===== config.mk =====
export PLATFORM = sky130hd
export DESIGN_NAME = serial_loaded_bank_mapper
export DESIGN_NICKNAME = d
export VERILOG_FILES = /design/src/design/bmap_pkg.sv /design/src/design/bmap_rem.sv /design/src/design/bmap_dp.sv /design/src/design/bmap_ctrl.sv /design/src/design/serial_loaded_bank_mapper.sv
export SDC_FILE = /design/constraint.sdc
export NUM_CORES = 1
export LEC_CHECK = 0
export ABC_AREA = 1
export BUFFER_PORTS_ARGS = -buffer_cell sky130_fd_sc_hd__buf_4
export CAP_MARGIN = 30
export CORE_UTILIZATION = 59
export CTS_CLUSTER_DIAMETER = 80
export DETAILED_ROUTE_END_ITERATION = 6
export HOLD_SLACK_MARGIN = 0.15
export PLACE_DENSITY = 0.8
export SYNTH_ARGS = -nofsm -noshare
export SYNTH_HDL_FRONTEND = slang
export SYNTH_HIERARCHICAL = 1
export SYNTH_SLANG_ARGS = --single-unit

===== constraint.sdc =====
create_clock -name clk_i -period 5 [get_ports clk_i]
set_input_delay 0.25 -clock clk_i [delete_from_list [all_inputs] [get_ports clk_i]]
set_output_delay 0.25 -clock clk_i [all_outputs]
set_load 0.005 [all_outputs]

===== src/design/bmap_pkg.sv =====
// bank mapper package: payload structs, controller/datapath command and status types,
// access codes and address constants; no dependencies
`default_nettype none

package bmap_pkg;

  localparam int unsigned STAMP_BITS_DEF = 16;

  localparam int unsigned CFG_IDX_W  = 2;
  localparam int unsigned CFG_DATA_W = 6;

  localparam logic [CFG_IDX_W-1:0] CFG_PRG_COUNT = 2'd0;
  localparam logic [CFG_IDX_W-1:0] CFG_CHR_COUNT = 2'd1;

  localparam logic [5:0] PRG_COUNT_RESET = 6'd2;
  localparam logic [4:0] CHR_COUNT_RESET = 5'd0;

  localparam logic [1:0] FUNC_CPU_WR = 2'd0;
  localparam logic [1:0] FUNC_CPU_RD = 2'd1;
  localparam logic [1:0] FUNC_PPU_RD = 2'd2;
  localparam logic [1:0] FUNC_PPU_WR = 2'd3;

  localparam logic [15:0] ADDR_PRG_BASE  = 16'h8000;
  localparam logic [15:0] ADDR_PRG_UPPER = 16'hC000;
  localparam logic [15:0] ADDR_CHR_TOP   = 16'h1FFF;
  localparam logic [15:0] ADDR_CHR_UPPER = 16'h1000;

  localparam logic [4:0] SHIFT_MARK  = 5'h10;
  localparam logic [4:0] CTRL_RESET  = 5'h0C;
  localparam logic [4:0] CTRL_PRG_M3 = 5'h0C;

  // remainder unit: dividend padded to 6 bits, 3 bits per cycle
  localparam int unsigned REM_DVD_W     = 6;
  localparam int unsigned REM_BITS_STEP = 3;
  localparam int unsigned REM_STEPS     = REM_DVD_W / REM_BITS_STEP;

  typedef struct packed {
    logic [1:0]  func;
    logic [15:0] address;
    logic [7:0]  data;
    logic [15:0] write_stamp;
  } bmap_in_t;

  typedef struct packed {
    logic        mapped;
    logic [18:0] mapped_address;
    logic [1:0]  mirroring;
  } bmap_out_t;

  typedef struct packed {
    logic capture;
    logic prep;
    logic load_out;
  } bmap_cmd_t;

  typedef struct packed {
    logic need_div;
    logic div_done;
  } bmap_sts_t;

endpackage

`default_nettype wire


===== src/design/bmap_rem.sv =====
// iterative remainder unit, restoring form, three quotient bits per cycle
// depends on bmap_pkg
`default_nettype none

module bmap_rem (
  input  wire logic       clk_i,
  input  wire logic       rst_ni,
  input  wire logic       start_i,
  input  wire logic [4:0] dividend_i,
  input  wire logic [5:0] divisor_i,
  output logic            done_o,
  output logic [4:0]      remainder_o
);
  import bmap_pkg::*;

  localparam int unsigned CntW = (REM_STEPS > 1) ? $clog2(REM_STEPS) : 1;

  logic [5:0]           rem_q, rem_d;
  logic [REM_DVD_W-1:0] dvd_q, dvd_d;
  logic [5:0]           dsr_q;
  logic [CntW-1:0]      cnt_q;
  logic                 busy_q;
  logic                 done_q;

  always_comb begin
    logic [6:0] t;
    t     = '0;
    rem_d = rem_q;
    dvd_d = dvd_q;
    for (int i = 0; i < REM_BITS_STEP; i++) begin
      t     = {rem_d, dvd_d[REM_DVD_W-1]};
      dvd_d = {dvd_d[REM_DVD_W-2:0], 1'b0};
      if (t >= {1'b0, dsr_q}) begin
        t = t - {1'b0, dsr_q};
      end
      rem_d = t[5:0];
    end
  end

  always_ff @(posedge clk_i or negedge rst_ni) begin
    if (!rst_ni) begin
      busy_q <= 1'b0;
      done_q <= 1'b0;
      cnt_q  <= '0;
    end else begin
      done_q <= 1'b0;
      if (start_i) begin
        busy_q <= 1'b1;
        cnt_q  <= '0;
      end else if (busy_q) begin
        cnt_q <= cnt_q + 1'b1;
        if (cnt_q == CntW'(REM_STEPS - 1)) begin
          busy_q <= 1'b0;
          done_q <= 1'b1;
        end
      end
    end
  end

  always_ff @(posedge clk_i) begin
    if (start_i) begin
      rem_q <= '0;
      dvd_q <= REM_DVD_W'(dividend_i);
      dsr_q <= divisor_i;
    end else if (busy_q) begin
      rem_q <= rem_d;
      dvd_q <= dvd_d;
    end
  end

  assign done_o      = done_q;
  assign remainder_o = rem_q[4:0];

endmodule

`default_nettype wire


===== src/design/bmap_dp.sv =====
// bank mapper datapath: config and bank registers, serial loader, offset build
// depends on bmap_pkg and bmap_rem
`default_nettype none

module bmap_dp #(
  parameter int unsigned StampBits = bmap_pkg::STAMP_BITS_DEF
) (
  input  wire logic                           clk_i,
  input  wire logic                           rst_ni,
  input  wire bmap_pkg::bmap_cmd_t            cmd_i,
  output bmap_pkg::bmap_sts_t                 sts_o,
  input  wire bmap_pkg::bmap_in_t             in_data_i,
  output bmap_pkg::bmap_out_t                 out_data_o,
  input  wire logic                           cfg_we_i,
  input  wire logic [bmap_pkg::CFG_IDX_W-1:0] cfg_index_i,
  input  wire logic [bmap_pkg::CFG_DATA_W-1:0] cfg_data_i
);
  import bmap_pkg::*;

  localparam logic [1:0] REG_CONTROL = 2'd0;
  localparam logic [1:0] REG_CHR_LO  = 2'd1;
  localparam logic [1:0] REG_CHR_HI  = 2'd2;
  localparam logic [1:0] REG_PRG     = 2'd3;

  bmap_in_t       item_q;
  bmap_out_t      out_q;
  logic [5:0]     prg_cnt_q;
  logic [4:0]     chr_cnt_q;
  logic [4:0]     shift_q, ctrl_q, chr_lo_q, chr_hi_q, prg_q;
  logic           have_prior_q;
  logic [StampBits-1:0] prior_q;

  logic [StampBits-1:0] stamp_m;
  logic       is_wr, is_cpu_rd, prg_hit, chr_hit, acc_mapped, wr_take;
  logic [5:0] prg_total, chr_count;
  logic       prg_full;
  logic [4:0] half, outer, sel_lo, sel_hi, prg_sel, chr_dvd;
  logic [4:0] dvd, rem, prg_bank, next_shift;
  logic [5:0] dsr, pair1, chr_bank;
  logic       div_done;
  bmap_out_t  res;

  always_comb begin
    stamp_m   = StampBits'(item_q.write_stamp);
    is_wr     = item_q.func == FUNC_CPU_WR;
    is_cpu_rd = item_q.func == FUNC_CPU_RD;
    prg_hit   = is_cpu_rd && (item_q.address >= ADDR_PRG_BASE);
    chr_hit   = !is_wr && !is_cpu_rd && (item_q.address <= ADDR_CHR_TOP) &&
                ((item_q.func == FUNC_PPU_RD) || (chr_cnt_q == 5'd0));
    acc_mapped = prg_hit || chr_hit;
    wr_take   = is_wr && (item_q.address >= ADDR_PRG_BASE) &&
                !(have_prior_q && (stamp_m == prior_q));

    if (prg_cnt_q == 6'd0) begin
      prg_total = 6'd1;
    end else if (prg_cnt_q > 6'd32) begin
      prg_total = 6'd32;
    end else begin
      prg_total = prg_cnt_q;
    end
    prg_full = prg_total == 6'd32;
    half     = prg_full ? 5'd16 : prg_total[4:0];
    outer    = (prg_full && chr_lo_q[4]) ? 5'd16 : 5'd0;

    unique case (ctrl_q[3:2])
      2'd0, 2'd1: begin
        sel_lo = {1'b0, prg_q[3:1], 1'b0};
        sel_hi = {1'b0, prg_q[3:1], 1'b1};
      end
      2'd2: begin
        sel_lo = 5'd0;
        sel_hi = {1'b0, prg_q[3:0]};
      end
      default: begin
        sel_lo = {1'b0, prg_q[3:0]};
        sel_hi = half - 5'd1;
      end
    endcase
    prg_sel = (item_q.address >= ADDR_PRG_UPPER) ? sel_hi : sel_lo;

    chr_count = (chr_cnt_q == 5'd0) ? 6'd2 : {chr_cnt_q, 1'b0};
    if (ctrl_q[4]) begin
      chr_dvd = (item_q.address >= ADDR_CHR_UPPER) ? chr_hi_q : chr_lo_q;
    end else begin
      chr_dvd = {chr_lo_q[4:1], 1'b0};
    end

    dvd = is_cpu_rd ? prg_sel : chr_dvd;
    dsr = is_cpu_rd ? {1'b0, half} : chr_count;

    prg_bank = outer + rem;
    pair1    = {1'b0, rem} + 6'd1;
    if (!ctrl_q[4] && (item_q.address >= ADDR_CHR_UPPER)) begin
      chr_bank = (pair1 == chr_count) ? 6'd0 : pair1;
    end else begin
      chr_bank = {1'b0, rem};
    end

    res.mapped    = acc_mapped;
    res.mirroring = ctrl_q[1:0];
    if (prg_hit) begin
      res.mapped_address = {prg_bank, item_q.address[13:0]};
    end else if (chr_hit) begin
      res.mapped_address = {1'b0, chr_bank, item_q.address[11:0]};
    end else begin
      res.mapped_address = '0;
    end

    next_shift = {item_q.data[0], shift_q[4:1]};
  end

  bmap_rem u_rem (
    .clk_i       (clk_i),
    .rst_ni      (rst_ni),
    .start_i     (cmd_i.prep && acc_mapped),
    .dividend_i  (dvd),
    .divisor_i   (dsr),
    .done_o      (div_done),
    .remainder_o (rem)
  );

  always_ff @(posedge clk_i or negedge rst_ni) begin
    if (!rst_ni) begin
      prg_cnt_q    <= PRG_COUNT_RESET;
      chr_cnt_q    <= CHR_COUNT_RESET;
      shift_q      <= SHIFT_MARK;
      ctrl_q       <= CTRL_RESET;
      chr_lo_q     <= '0;
      chr_hi_q     <= '0;
      prg_q        <= '0;
      have_prior_q <= 1'b0;
      prior_q      <= '0;
    end else begin
      if (cfg_we_i) begin
        if (cfg_index_i == CFG_PRG_COUNT) begin
          prg_cnt_q <= cfg_data_i;
        end else if (cfg_index_i == CFG_CHR_COUNT) begin
          chr_cnt_q <= cfg_data_i[4:0];
        end
      end
      if (cmd_i.prep && wr_take) begin
        have_prior_q <= 1'b1;
        prior_q      <= stamp_m;
        if (item_q.data[7]) begin
          shift_q <= SHIFT_MARK;
          ctrl_q  <= ctrl_q | CTRL_PRG_M3;
        end else if (shift_q[0]) begin
          shift_q <= SHIFT_MARK;
          unique case (item_q.address[14:13])
            REG_CONTROL: ctrl_q   <= next_shift;
            REG_CHR_LO:  chr_lo_q <= next_shift;
            REG_CHR_HI:  chr_hi_q <= next_shift;
            REG_PRG:     prg_q    <= next_shift;
            default:     prg_q    <= next_shift;
          endcase
        end else begin
          shift_q <= next_shift;
        end
      end
    end
  end

  always_ff @(posedge clk_i) begin
    if (cmd_i.capture) begin
      item_q <= in_data_i;
    end
    if (cmd_i.load_out) begin
      out_q <= res;
    end
  end

  assign sts_o.need_div = acc_mapped;
  assign sts_o.div_done = div_done;
  assign out_data_o     = out_q;

endmodule

`default_nettype wire


===== src/design/bmap_ctrl.sv =====
// bank mapper controller: item sequencing and output register handshake
// depends on bmap_pkg
`default_nettype none

module bmap_ctrl (
  input  wire logic                clk_i,
  input  wire logic                rst_ni,
  input  wire logic                in_valid_i,
  output logic                     in_ready_o,
  output logic                     out_valid_o,
  input  wire logic                out_ready_i,
  output bmap_pkg::bmap_cmd_t      cmd_o,
  input  wire bmap_pkg::bmap_sts_t sts_i
);
  import bmap_pkg::*;

  typedef enum logic [1:0] {
    ST_IDLE,
    ST_PREP,
    ST_DIV,
    ST_DONE
  } state_e;

  state_e state_q;
  logic   out_valid_q;

  assign in_ready_o     = state_q == ST_IDLE;
  assign out_valid_o    = out_valid_q;
  assign cmd_o.capture  = in_valid_i && in_ready_o;
  assign cmd_o.prep     = state_q == ST_PREP;
  assign cmd_o.load_out = (state_q == ST_DONE) && (!out_valid_q || out_ready_i);

  always_ff @(posedge clk_i or negedge rst_ni) begin
    if (!rst_ni) begin
      state_q     <= ST_IDLE;
      out_valid_q <= 1'b0;
    end else begin
      if (cmd_o.load_out) begin
        out_valid_q <= 1'b1;
      end else if (out_ready_i) begin
        out_valid_q <= 1'b0;
      end
      unique case (state_q)
        ST_IDLE: begin
          if (cmd_o.capture) begin
            state_q <= ST_PREP;
          end
        end
        ST_PREP: begin
          state_q <= sts_i.need_div ? ST_DIV : ST_DONE;
        end
        ST_DIV: begin
          if (sts_i.div_done) begin
            state_q <= ST_DONE;
          end
        end
        ST_DONE: begin
          if (cmd_o.load_out) begin
            state_q <= ST_IDLE;
          end
        end
        default: state_q <= ST_IDLE;
      endcase
    end
  end

  // a transfer in always starts the preparation cycle
  a_capture_prep: assert property (@(posedge clk_i) disable iff (!rst_ni)
    (in_valid_i && in_ready_o) |=> state_q == ST_PREP)
    else $error("item accepted without prep cycle");

  a_div_entry: assert property (@(posedge clk_i) disable iff (!rst_ni)
    (state_q == ST_DIV) |-> ($past(state_q) == ST_PREP || $past(state_q) == ST_DIV))
    else $error("remainder wait entered out of order");

  a_done_in_div: assert property (@(posedge clk_i) disable iff (!rst_ni)
    sts_i.div_done |-> state_q == ST_DIV)
    else $error("remainder done outside wait state");

  a_load_sets_valid: assert property (@(posedge clk_i) disable iff (!rst_ni)
    cmd_o.load_out |=> out_valid_q && state_q == ST_IDLE)
    else $error("result load lost");

endmodule

`default_nettype wire


===== src/design/serial_loaded_bank_mapper.sv =====
// serially loaded bank mapper, top level: controller plus datapath
// steps: a cpu write or unmapped access goes through prep and load; a mapped access goes
// through prep, the 3-bit-per-cycle remainder unit, its registered done flag and load
// one item in flight; next input taken the cycle after the result is registered, and
// the result load waits while the output is stalled
// reset: asynchronous active-low; bank registers and config return to power-up values at once
`default_nettype none

module serial_loaded_bank_mapper #(
  parameter int unsigned StampBits = bmap_pkg::STAMP_BITS_DEF
) (
  input  wire logic                            clk_i,
  input  wire logic                            rst_ni,
  input  wire logic                            in_valid_i,
  output logic                                 in_ready_o,
  input  wire bmap_pkg::bmap_in_t              in_data_i,
  output logic                                 out_valid_o,
  input  wire logic                            out_ready_i,
  output bmap_pkg::bmap_out_t                  out_data_o,
  input  wire logic                            cfg_valid_i,
  output logic                                 cfg_ready_o,
  input  wire logic [bmap_pkg::CFG_IDX_W-1:0]  cfg_index_i,
  input  wire logic [bmap_pkg::CFG_DATA_W-1:0] cfg_data_i
);
  import bmap_pkg::*;

  bmap_cmd_t cmd;
  bmap_sts_t sts;

  assign cfg_ready_o = 1'b1;

  bmap_ctrl u_ctrl (
    .clk_i       (clk_i),
    .rst_ni      (rst_ni),
    .in_valid_i  (in_valid_i),
    .in_ready_o  (in_ready_o),
    .out_valid_o (out_valid_o),
    .out_ready_i (out_ready_i),
    .cmd_o       (cmd),
    .sts_i       (sts)
  );

  bmap_dp #(
    .StampBits (StampBits)
  ) u_dp (
    .clk_i       (clk_i),
    .rst_ni      (rst_ni),
    .cmd_i       (cmd),
    .sts_o       (sts),
    .in_data_i   (in_data_i),
    .out_data_o  (out_data_o),
    .cfg_we_i    (cfg_valid_i && cfg_ready_o),
    .cfg_index_i (cfg_index_i),
    .cfg_data_i  (cfg_data_i)
  );

endmodule

`default_nettype wire


==> run_results.csv <==
group,metric,value,unit
outcome,status,"finished, final reports clean",
grt,grt.overflow.total,0,
cts,cts_buffer_depth,2,
yosys,yosys.area_share.simple,0.272,
finish,num_antenna_cells,0,
hold_path,min_path_type,"in -> reg",
sta,tightest_slew,0.935,ns
cts,numCtsBuffers,17,
place,place_hpwl,11000,µm
floorplanning,die-width,114,µm
worst_setup_path,worstSetupEndpointType,"flip-flop",
place,post-place-ws,0.359,ns
yosys,netlist_instances,872,
finish,final_nets,1078,
power,internal_power,0.00344,W
yosys,synth_compound_area_frac,0.0667,
finish,drive_above_1_share,0.154,
floorplanning,io_pins,80,
cts,cts_tree,"yes",
worst_setup_path,crit_path_start_kind,"flip-flop",
cts,ctsRootBufferMaster,"clkbuf_16",
worst_setup_path,path_common_cell,"nand2_1",
sta,finalSetupViolations,0,
route,wl,17000,µm
route,viasPerCell,5.23,
power,seq_power_share,0.280,
power,clkPwrFrac,0.204,
power,combPwrFrac,0.516,
yosys,syn_area_per_cell,8.47,µm²
sta,slew_viol_final,0,
yosys,synth-xor-area-share,0.0190,
sta,rsz0062_at_grt,"no",
yosys,syn-num-nets,954,
sta,fin_crit_sh,0.924,
floorplanning,start_util,0.610,
yosys,ys_warn_count,6,
sta,fmax,0.216,GHz
grt,use_met3,0.0579,
worst_setup_path,r2r-start,"u_dp/u_rem/dsr_q[2]",
power,power.leakage,4.52,nW
power,irDropWorstVdd,0.398,mV
cts,cts.sinks,134,
grt,use_met2,0.488,
cts,clk_pin_slew,0.06,ns
grt,grt_pass1_vias,5875,
grt,grtUsageMet1,0.341,
hold_path,hold_path_end,"u_ctrl/state_q[1]",
yosys,synth_area,7390,µm²
power,power_density,658,nW/µm²
worst_setup_path,crit_slowest_cell,"edfxtp_1",
yosys,muxShareOfSynthArea,0,
yosys,synthAdderAreaFrac,0.0488,
power,power,0.00600,W
grt,grt_usage,0.277,
place,gp_congestion,0.876,
hold_path,hp-start,"in_valid_i",
worst_setup_path,timing.rr.end,"u_dp/u_rem/rem_q[5]",
power,p_sw_frac,0.425,
yosys,yosysSeqAreaShare,0.496,
grt,grt_max_degree,59,
worst_setup_path,cp_top_family,"simple AND/OR/NAND/NOR gates",
floorplanning,die_h,114,µm
finish,fillers,837,
hold_path,min_path_cells,5,
sta,period_needed,4.62,ns
cts,cts_max_level,4,
floorplanning,fp.coreArea,12100,µm²
sta,finalHoldViolCount,0,
cts,clk_latency,0.42,ns
grt,grt_pass1_wl,27400,µm
grt,grt-busiest-layer,"met2",
worst_setup_path,crit_buf_inv,8,
worst_setup_path,setup.worst_path.class,"reg -> reg",
finish,syn2layout_area_growth,23.4,%
sta,skew,0.00810,ns
finish,fin_area,9120,µm²
worst_setup_path,rrSetupSlack,0.38,ns
route,drc,0,
sta,final.setup.worst_slack,0.381,ns
yosys,synth_top_family_by_area,"simple AND/OR/NAND/NOR gates",
job,cap_viol_max_count,0,
worst_setup_path,cp.arrival,4.97,ns
worst_setup_path,slowest_delay,0.38,ns
sta,slew_headroom,0.374,
power,netSwitchingPower,0.00255,W
place,portBuffers,72,
route,drt_iter0_markers,538,
worst_setup_path,crit_required,5.36,ns
place,place_area,8070,µm²
floorplanning,die_area,13000,µm²
worst_setup_path,r2r_cells,33,
grt,antenna_found_initial,0,
worst_setup_path,critPathMaxFanout,9,
sta,fin_setup_tns,0,ns
route,wl_per_cell,14.4,µm
yosys,ys_types,44,
route,dr_total_vias,6156,
yosys,synth-seq-cells,134,
floorplanning,core.rowCount,40,
route,final_antenna_net_count,0,
route,first_pass_iters,6,
==> area by class of cell <==
type,instances,area [µm²],area share
tap,168,210,0.0231
inverter,151,567,0.0622
multi-input combinational,566,3010,0.331
clock buffer,19,433,0.0475
timing repair buffer,126,1080,0.118
sequential,134,3670,0.402
clock inverter,13,149,0.0163
==> metrics by stage <==
| stage | utilization | std cells | hold WS (ns) |
|---|---|---|---|
| floorplan | - | 872 | -0.0456 |
| global placement | 0.664 | 1097 | 0.374 |
| detailed placement | 0.666 | 1098 | 0.367 |
| CTS | 0.751 | 1174 | 0.240 |
| global route | 0.753 | 1177 | 0.249 |
| finish | 0.753 | 1177 | 0.246 |
==> worst max path at each step <==
stage                             start                  end  slack [ns]  cells past startpoint
floorplan           u_dp/u_rem/dsr_q[1]  u_dp/u_rem/rem_q[5]        0.90                     30
global placement    u_dp/u_rem/dsr_q[1]  u_dp/u_rem/rem_q[5]        0.42                     29
detailed placement  u_dp/u_rem/dsr_q[1]  u_dp/u_rem/rem_q[5]        0.36                     29
CTS                 u_dp/u_rem/dsr_q[1]  u_dp/u_rem/rem_q[5]        0.33                     29
global route        u_dp/u_rem/dsr_q[4]  u_dp/u_rem/rem_q[5]       0.006                     29
finish              u_dp/u_rem/dsr_q[2]  u_dp/u_rem/rem_q[5]        0.38                     33
==> timing repair <==
action                                 in CTS  in global routing
hold buffers                               44                  0
setup endpoints to repair                   0                  6
buffers inserted                            0                  3
endpoints found under the hold margin     101                  0
resized for setup                           0                  2
==> power by group through the flow <==
stage / Combinational, W / Clock, W / Sequential (W)
finish: 0.00309 / 0.00122 / 0.00168
global route: 0.00342 / 0.00128 / 0.00170
CTS: 0.00302 / 0.00123 / 0.00167
detailed placement: 0.00297 / 0 / 0.00168
global placement: 0.00287 / 0 / 0.00167
floorplan: 0.00241 / 0 / 0.00164
==> cells in the mapped netlist (all sizes together) <==
cell type,number,area (µm²)
a21o,1,7.51
a21oi,21,120
a22oi,1,7.51
a31oi,3,18.8
buf,18,136
clkbuf,3,11.3
conb,1,3.75
dfrtp,54,1350
dfstp,4,105
dfxtp,7,140
edfxtp,69,2070
fa,3,60.1
ha,24,300
inv,151,567
nand2,276,1100
nand3,61,378
nand3b,6,45.0
nand4,22,138
nor2,55,263
nor3,9,45.0
nor4,1,21.3
o211ai,1,7.51
o21a,1,7.51
o21ai,57,297
o22ai,2,12.5
o31ai,2,15.0
or2,3,21.3
xnor2,14,123
xor2,2,17.5
==> cells in the final DEF (no fill, tap or decap), types with 3 or more instances in the layout <==
| cell type | Yosys | routed |
|---|---|---|
| a21oi_1 | 19 | 18 |
| a31oi_1 | 3 | 3 |
| buf_4 | 10 | 81 |
| clkbuf_16 | 0 | 17 |
| clkinv_4 | 0 | 4 |
| clkinvlp_4 | 0 | 3 |
| dfrtp_1 | 54 | 54 |
| dfstp_2 | 4 | 4 |
| dfxtp_1 | 7 | 7 |
| dlygate4sd3_1 | 0 | 44 |
| edfxtp_1 | 69 | 69 |
| fa_1 | 3 | 3 |
| ha_1 | 24 | 24 |
| inv_1 | 148 | 147 |
| inv_2 | 3 | 4 |
| inv_6 | 0 | 3 |
| nand2_1 | 263 | 263 |
| nand2_2 | 7 | 7 |
| nand2_4 | 6 | 6 |
| nand3_1 | 54 | 54 |
| nand3_4 | 5 | 5 |
| nand3b_1 | 6 | 6 |
| nand4_1 | 22 | 22 |
| nor2_1 | 49 | 49 |
| nor2_2 | 3 | 3 |
| nor2_8 | 3 | 3 |
| nor3_1 | 9 | 9 |
| o21ai_0 | 54 | 54 |
| xnor2_1 | 14 | 14 |
==> sequential cells by signal, indices dropped and copies added (netlist names) <==
name / flops
u_ctrl/out_valid_o: 1
u_dp/u_rem/rem_q: 6
u_dp/item_q: 20
u_dp/prior_q: 16
u_dp/u_rem/busy_q: 1
u_dp/chr_cnt_q: 5
u_dp/u_rem/cnt_q: 1
u_dp/shift_q: 5
u_dp/u_rem/done_o: 1
u_dp/u_rem/dsr_q: 6
u_dp/u_rem/dvd_q: 6
u_dp/chr_lo_q: 5
u_dp/prg_cnt_q: 6
u_dp/have_prior_q: 1
u_ctrl/state_q: 2
u_dp/prg_q: 4
u_dp/stamp_m: 16
u_dp/ctrl_q: 5
u_dp/out_data_o: 22
u_dp/chr_hi_q: 5
==> worst min-delay path, cell delays in order <==
cell     delay, ns
buf_4         0.09
inv_1         0.05
nand2_2       0.07
nand4_1       0.10
nand2_1       0.07
==> cells by family (layout without fill, tap and decap cells) <==
logic type / after synthesis / after routing
flops: 134 / 134
xor+xnor: 16 / 16
buf+inv: 172 / 309
other cells: 1 / 1
fa+ha+maj: 27 / 27
compound gates: 89 / 89
simple gates: 433 / 433
==> metal layers <==
layer | share of wire | vias up
li1 | - | 3036
met1 | 0.42 | 2883
met2 | 0.51 | 213
met3 | 0.053 | 24
met4 | 0.019 | 0
met5 | 0 | -
Note: power is estimated with default switching activity, not from simulation.
